**src/hw/rtl/gad_pkg.sv**
```systemverilog
// Shared types, constants and ROM tables for the gated distortion core.
`default_nettype none

package gad_pkg;

  // Table sizes (points = entries + 1)
  localparam int EXP_ENTRIES  = 256;
  localparam int TANH_ENTRIES = 256;
  localparam int EXP_IW       = $clog2(EXP_ENTRIES + 1);
  localparam int TANH_IW      = $clog2(TANH_ENTRIES + 1);

  // Position word widths: exp position is t * entries, tanh position is h * entries
  localparam int EXP_POS_W    = 30 + EXP_IW;
  localparam int EXP_IDX_W    = EXP_POS_W - 27;
  localparam int TANH_POS_W   = 27 + TANH_IW;
  localparam int TANH_IDX_W   = TANH_POS_W - 26;

  // Pipeline depth: lane stages plus the output register
  localparam int LANE_STAGES  = 9;
  localparam int PIPE_STAGES  = LANE_STAGES + 1;

  // Sample and register widths
  localparam int SAMPLE_W     = 24;
  localparam int THR_W        = 19;
  localparam int DRIVE_W      = 17;
  localparam int GAIN_W       = 22;
  localparam int PRE_W        = 21;
  localparam int POST_W       = 17;
  localparam int CFG_IDX_W    = 2;
  localparam int CFG_DATA_W   = 22;

  // Register indexes
  localparam logic [CFG_IDX_W-1:0] REG_GATE_THRESHOLD = 2'd0;
  localparam logic [CFG_IDX_W-1:0] REG_DRIVE          = 2'd1;
  localparam logic [CFG_IDX_W-1:0] REG_LEVEL_GAIN     = 2'd2;

  // Register reset values
  localparam logic [THR_W-1:0]   GATE_THRESHOLD_RST = 19'd41943;
  localparam logic [DRIVE_W-1:0] DRIVE_RST          = 17'd32768;
  localparam logic [GAIN_W-1:0]  LEVEL_GAIN_RST     = 22'd65536;

  // Full scale in Q1.23
  localparam logic [SAMPLE_W-1:0] FULL_SCALE = 24'h800000;
  localparam logic [SAMPLE_W-1:0] MAX_POS    = 24'h7FFFFF;

  localparam logic [63:0] ONE_Q30 = 64'd1 << 30;

  typedef logic [SAMPLE_W-1:0] exp_rom_t  [0:EXP_ENTRIES];
  typedef logic [SAMPLE_W-1:0] tanh_rom_t [0:TANH_ENTRIES];

  // Settings derived from the registers, as the lanes see them
  typedef struct packed {
    logic [THR_W-1:0]  gate_threshold;
    logic [PRE_W-1:0]  pre_gain;
    logic [POST_W-1:0] post_gain;
    logic [GAIN_W-1:0] level_gain;
  } gad_cfg_t;

  // Input scale 1 + 12*drive in Q.16
  function automatic logic [PRE_W-1:0] pre_of(input logic [DRIVE_W-1:0] d);
    return PRE_W'(21'd65536 + PRE_W'(d) * 21'd12);
  endfunction

  // Shaper output scale 0.3 + 0.7*drive in Q.16
  function automatic logic [POST_W-1:0] post_of(input logic [DRIVE_W-1:0] d);
    logic [33:0] p;
    p = 34'(d) * 34'd45875;
    return POST_W'(17'd19661 + p[32:16]);
  endfunction

  // Shift-and-subtract quotient of two 64-bit words, used while the tables are built
  function automatic logic [63:0] div_q64(input logic [63:0] num, input logic [63:0] den);
    logic [63:0] q;
    logic [64:0] r;
    q = '0;
    r = '0;
    for (int i = 63; i >= 0; i--) begin
      r = {r[63:0], num[i]};
      if (r >= 65'(den)) begin
        r    = r - 65'(den);
        q[i] = 1'b1;
      end
    end
    return q;
  endfunction

  // exp(-t) in Q30 for t in Q30: series on t/32, then square five times
  function automatic logic [63:0] exp_neg_q30(input logic [63:0] t);
    logic [63:0] v;
    logic [63:0] sum;
    logic [63:0] term;
    logic [63:0] den;
    v    = (t + 64'd16) >> 5;
    sum  = ONE_Q30;
    term = ONE_Q30;
    for (int n = 1; n <= 24; n++) begin
      if (term != 64'd0) begin
        den  = 64'(n) << 30;
        term = div_q64(term * v, den);
        if ((n % 2) == 1) begin
          sum = sum - term;
        end else begin
          sum = sum + term;
        end
      end
    end
    for (int i = 0; i < 5; i++) begin
      sum = (sum * sum + (ONE_Q30 >> 1)) >> 30;
    end
    return sum;
  endfunction

  // exp(-t) points over t = 0..16, Q.23 rounded
  function automatic exp_rom_t build_exp_rom();
    exp_rom_t    rom;
    logic [63:0] e;
    for (int k = 0; k <= EXP_ENTRIES; k++) begin
      e      = exp_neg_q30((64'(k) << 34) / EXP_ENTRIES);
      rom[k] = SAMPLE_W'((e + 64'd64) >> 7);
    end
    return rom;
  endfunction

  // tanh(h) points over h = 0..8, Q.23 rounded
  function automatic tanh_rom_t build_tanh_rom();
    tanh_rom_t   rom;
    logic [63:0] e;
    logic [63:0] num;
    logic [63:0] den;
    for (int k = 0; k <= TANH_ENTRIES; k++) begin
      e      = exp_neg_q30((64'(k) << 34) / TANH_ENTRIES);
      num    = (ONE_Q30 - e) << 23;
      den    = ONE_Q30 + e;
      rom[k] = SAMPLE_W'(div_q64(num + (den >> 1), den));
    end
    return rom;
  endfunction

  localparam exp_rom_t  EXP_ROM  = build_exp_rom();
  localparam tanh_rom_t TANH_ROM = build_tanh_rom();

endpackage

`default_nettype wire

```
**src/hw/rtl/gad_cfg.sv**
```systemverilog
// Configuration register file with derived drive gains.
`default_nettype none

module gad_cfg
  import gad_pkg::*;
(
  input  wire logic                  clk,
  input  wire logic                  rst,
  input  wire logic                  cfg_valid,
  output logic                       cfg_ready,
  input  wire logic [CFG_IDX_W-1:0]  cfg_index,
  input  wire logic [CFG_DATA_W-1:0] cfg_data,
  output gad_cfg_t                   cfg
);

  // Always take a write
  assign cfg_ready = 1'b1;

  // Store registers; drive is kept as its two derived gains
  always_ff @(posedge clk) begin
    if (rst) begin
      cfg.gate_threshold <= GATE_THRESHOLD_RST;
      cfg.pre_gain       <= pre_of(DRIVE_RST);
      cfg.post_gain      <= post_of(DRIVE_RST);
      cfg.level_gain     <= LEVEL_GAIN_RST;
    end else if (cfg_valid) begin
      case (cfg_index)
        REG_GATE_THRESHOLD: cfg.gate_threshold <= cfg_data[THR_W-1:0];
        REG_DRIVE: begin
          cfg.pre_gain  <= pre_of(cfg_data[DRIVE_W-1:0]);
          cfg.post_gain <= post_of(cfg_data[DRIVE_W-1:0]);
        end
        REG_LEVEL_GAIN: cfg.level_gain <= cfg_data[GAIN_W-1:0];
        default: ;
      endcase
    end
  end

endmodule

`default_nettype wire

```
**config.mk**
```make
export PLATFORM = sky130hd
export DESIGN_NAME = gad_cfg
export DESIGN_NICKNAME = d
export VERILOG_FILES = /design/src/hw/rtl/gad_pkg.sv /design/src/hw/rtl/gad_cfg.sv
export SDC_FILE = /design/constraint.sdc
export NUM_CORES = 1
export LEC_CHECK = 0
export ABC_AREA = 1
export BUFFER_PORTS_ARGS = -buffer_cell sky130_fd_sc_hd__buf_2
export CAP_MARGIN = 20
export CORE_MARGIN = 5
export CORE_UTILIZATION = 35
export DETAILED_ROUTE_END_ITERATION = 6
export PLACE_DENSITY_LB_ADDON = 0.2
export REMOVE_ABC_BUFFERS = 1
export SKIP_CTS_REPAIR_TIMING = 1
export SLEW_MARGIN = 20
export SYNTH_ARGS = -nofsm -noshare
export SYNTH_HDL_FRONTEND = slang
export SYNTH_SLANG_ARGS = --single-unit
```
**constraint.sdc**
```tcl
create_clock -name clk -period 7.95 [get_ports clk]
set_input_delay 1.1925 -clock clk [delete_from_list [all_inputs] [get_ports clk]]
set_output_delay 1.1925 -clock clk [all_outputs]
set_load 0.01 [all_outputs]
```
# ---- Word level (Yosys, flattened, before mapping)
# Index checks and enable logic that the tools add are counted.
dict set report op_classes {
  n_addsub 2
  mul 2
  div_mod_pow 0
  magnitude_cmp 0
  n_eq_ne 2
  n_shift 0
  n_mux 0
  bitwise_logic 0
  reduce_logical 4
}
# operator count
set ops {}
lappend ops {{17-bit by 16-bit multiplier with 33-bit output, second input constant} 1}
lappend ops {{17-bit by 21-bit adder with 21-bit output, first input constant} 1}
lappend ops {{17-bit by 2-bit multiplier with 19-bit output, second input constant} 1}
lappend ops {{15-bit by 17-bit adder with 17-bit output, first input constant} 1}
lappend ops {{2-bit AND reduction} 3}
lappend ops {{2-bit by 1-bit equality test with 1-bit output, second input constant} 1}
lappend ops {{2-bit equality test, second input constant} 1}
lappend ops {{2-bit zero test} 1}
dict set report word_totals {
  register_bits 79
  latch_bits 0
  ramBits 0
  rom_bits 0
  in_bits 27
  output_inout_bits 80
  wordCells 14
  mem_count 0
}

# ---- Depth between registers and ports, before layout
dict set report logic_depth {
  ltp_word 2
  depth_mapped 36
  depth_no_buf 35
}

# ---- Worst setup path before layout
# No wires, ideal clock.
dict set report synth_path {
  kind {input to register}
  startpoint {input cfg_data[9]}
  endpoint {register cfg[37] in the netlist's numbering}
  arrival_ns 6.167
  required_time_ns 7.835
  slack_ns 1.668
  cell_stages 29
  path_cell_list {ha_1 -> clkbuf_1 -> xnor2_1 -> inv_1 -> ha_1 -> or2_2 -> fa_1 -> fa_1 -> fa_1 -> inv_1 -> fa_1 -> inv_1 -> ha_1 -> a21oi_1 -> nor2_1 -> nor2_2 -> nor2_1 -> nor2_1 -> nor2_1 -> nor2_1 -> nand3_1 -> nand2_1 -> nand2_1 -> nor3_1 -> nand2_1 -> nand2_1 -> nand2_1 -> nand3_1 -> nand2_1}
}
dict set report synth_via {
  elab_chain_len 2
}
# element line_no
set synth_lines {}
lappend synth_lines {{start, declared} gad_cfg.sv:12} ;# input wire logic [CFG_DATA_W-1:0] cfg_data,
lappend synth_lines {{17-bit by 16-bit multiplier with 33-bit output} gad_pkg.sv:67} ;# p = 34'(d) * 34'd45875;
lappend synth_lines {{15-bit by 17-bit adder with 17-bit output} gad_pkg.sv:68} ;# return POST_W'(17'd19661 + p[32:16]);
lappend synth_lines {{end, declared} gad_cfg.sv:13} ;# output gad_cfg_t cfg
# No other way between the ends.
# A chain may end at the register's enable or synchronous reset.

# ---- Final worst setup path
# Same ends and word-level chain as after synthesis.

==> results.md <==
- Clock Skews: 0 ns
- Number of synthesized register bits: 77
- Site Rows: 61
- Post-DRT Antenna Nets: 0
- Min-Delay Path Depth: 2
- Slew Limit Fails: 0
- Ports: 107
- Worst slew margin: 44.21%
- Slowest-stage cell, CP: fa_1
- Crit path launch type: primary input
- CTS H-tree depth: 3
- Fin crit share: between 80% and 90%
- RSZ-0062 raised after global routing: no
- Initial drt markers: 304
- Cts bufs inserted: 9
- Min-delay src: cfg[69]
- Vias: 8,492
- DR WL/cell: 15.07 µm
- HP Class: reg2reg
- Synth unique cells: 45
- Clock slew at reported path FFs: 0.06 ns
- IO buf count: 103
- Ys Warns: 0
- Max reg flops: 77
- Setup violators final: 0
- Setup crit end kind: flop
- Worst r2r path cells: 4
- R2r startpoint: cfg[47]
- Max Cap Violations: 0
- Die area: roughly 32,000 µm²
- Sum Neg Setup Slack: 0 ns
- Setup CP Type: in2reg
- Die width: between 150 and 200 µm
- Reg2reg setup slack: ~7.2 ns
- Final Core Density: between 30% and 40%
- Arr. time, crit path: 7.03 ns
- Synthesized area: approximately 9900 µm²
- R2R Path End: cfg[47]
- Synthesized area per cell: around 7.3 µm²
- Minimum clock period after layout: 6.798 ns
- Min-Delay Endpoint: cfg[69]
- Worst path most repeated cell: nand2_1
- Pre-Repair DR Iteration Count: 4
- First-pass GRT wire length: 44.79 mm
- GRT Total Usage: between 15 and 20%
- DRC: 0
- TritonCTS clock tree: done
- Overflow after GRT: 0
- Most frequent cells in the layout: inv_1, nand2_1, ha_1
- Post-synth ARST share: 0%
- GP Congestion: 0.8815
- Synth Instances: 1,356
- Initial Util: 35.49%
- Post-synth top flop: dfxtp_1
- Total wire length: 27.62 mm
- Area Growth Syn to Fin: 12.33%
- Most common cell after layout, fill and taps aside: inv_1
- DR vias/cell: 4.635
- Root Buffer: clkbuf_16
- Max Root-Sink Buffers: 2
- Max frequency: 147.1 MHz
- Sink Count: 77
- Sequential area share after synthesis: 15.63%
- Top reg by flops: cfg
- ANT cells: 0
- Fillers: 3,028
- Pin count of the biggest net entering global routing: 46
- Final HPWL from detailed placement: 22.82 mm
- Initial antenna violation count: 0
- Worst path required time: 8.19 ns
- Total core area: about 28,000 µm²
- Status: finished, final reports clean
- Skew-Pair Late Insertion Delay: approximately 0.34 ns
- Die Y: 177.8 µm
- Worst Tran Pin Value: about 0.84 ns
- Number of flops mapped to enable cells by yosys: 0
- Layout cells sized above 1: about an eighth
- Crit-path max cell delay: approximately 0.57 ns
- Vias in the first global route: 8,563
- Nets: 1,717
- Final hold viol count: 0
- Biggest regs: cfg: 77 flops
- Crit Path Max Fanout: 10
## worst max-delay path, delay by kind of cell
kind / cells / cell delay [ns]
xor+xnor: 1 / 0.31
simple gates: 14 / 1.51
fa+ha+maj: 7 / 2.92
buf+inv: 4 / 0.48
compound gates: 3 / 0.62
## Yosys cell counts, types with 2 or more instances
| cell | instances | area [µm²] |
|---|---|---|
| inv_1 | 284 | 1066 |
| nand2_1 | 260 | 975.9 |
| ha_1 | 154 | 1927 |
| nor2_1 | 124 | 465.5 |
| fa_1 | 87 | 1742 |
| dfxtp_1 | 77 | 1541 |
| nand3_1 | 68 | 340.3 |
| a21oi_1 | 64 | 320.3 |
| o21ai_0 | 63 | 315.3 |
| clkbuf_1 | 19 | 71.32 |
| xor2_1 | 19 | 166.4 |
| nand2_2 | 15 | 93.84 |
| nor2_2 | 11 | 68.82 |
| o211ai_1 | 11 | 82.58 |
| nand4_1 | 10 | 62.56 |
| nor3_1 | 10 | 50.05 |
| o21ai_1 | 8 | 40.04 |
| or2_2 | 8 | 50.05 |
| xnor2_1 | 7 | 61.31 |
| buf_4 | 5 | 37.54 |
| inv_2 | 5 | 18.77 |
| nand3b_1 | 5 | 37.54 |
| a31oi_1 | 4 | 25.02 |
| and2_1 | 4 | 25.02 |
| o21bai_1 | 4 | 30.03 |
| nor2_4 | 3 | 33.78 |
| a21o_1 | 2 | 15.01 |
| and3_1 | 2 | 12.51 |
| buf_1 | 2 | 7.510 |
| conb_1 | 2 | 7.510 |
| nand3_2 | 2 | 20.02 |
| nand4_2 | 2 | 25.02 |
| o21a_1 | 2 | 15.01 |
| o21ai_2 | 2 | 17.52 |
## area by class of cell
class	count	area, µm²	area share, %
multi-input combinational	961	7112	64.21
tap	378	473.0	4.270
clock inverter	5	42.54	0.3841
sequential	77	1541	13.92
inverter	291	1094	9.874
timing repair buffer	109	560.5	5.061
clock buffer	11	252.7	2.282
## worst max-delay path by stage
stage / depth (start not counted) / end / slack (ns) / from
finish: 29 / cfg[37] / 1.15 / cfg_data[9]
global route: 29 / cfg[37] / 0.71 / cfg_data[9]
detailed placement: 32 / cfg[30] / 0.81 / cfg_data[5]
global placement: 29 / cfg[30] / 0.84 / cfg_data[9]
floorplan: 31 / cfg[34] / 1.72 / cfg_data[4]
CTS: 29 / cfg[37] / 1.16 / cfg_data[9]
## cell families after synthesis
kind of cell    synth area share [%]
buf+inv                        12.37
flops                          15.63
simple gates                   23.21
xor+xnor                       2.310
compound gates                 9.188
other cells                  0.07617
fa+ha+maj                      37.21
## routing by layer
metal  vias to the layer above  routed length (µm)  GRT usage, %
met4                         0                 578         4.447
met1                      3888               12960         23.89
met5                         -                   0             0
met3                        31                1071         2.301
li1                       4408                   -             -
met2                       165               13000         31.02
## stage by stage
| stage | std cells | setup slack, ns | cell area [µm²] | hold slack, ns |
|---|---|---|---|---|
| 2_1_floorplan | 1329 | 1.717 | 9737 | 0.4911 |
| 3_3_place_gp | 1816 | 0.8351 | 10780 | 0.4329 |
| 3_5_place_dp | 1816 | 0.8058 | 10780 | 0.4415 |
| 4_1_cts | 1832 | 1.158 | 11080 | 0.4579 |
| 5_1_grt | 1832 | 0.7145 | 11080 | 0.4806 |
| 6_report | 1832 | 1.152 | 11080 | 0.4553 |
Power is left out: the tool's default activity adds up to more than one toggle a clock period on the data nets, which glitch-free logic cannot reach.
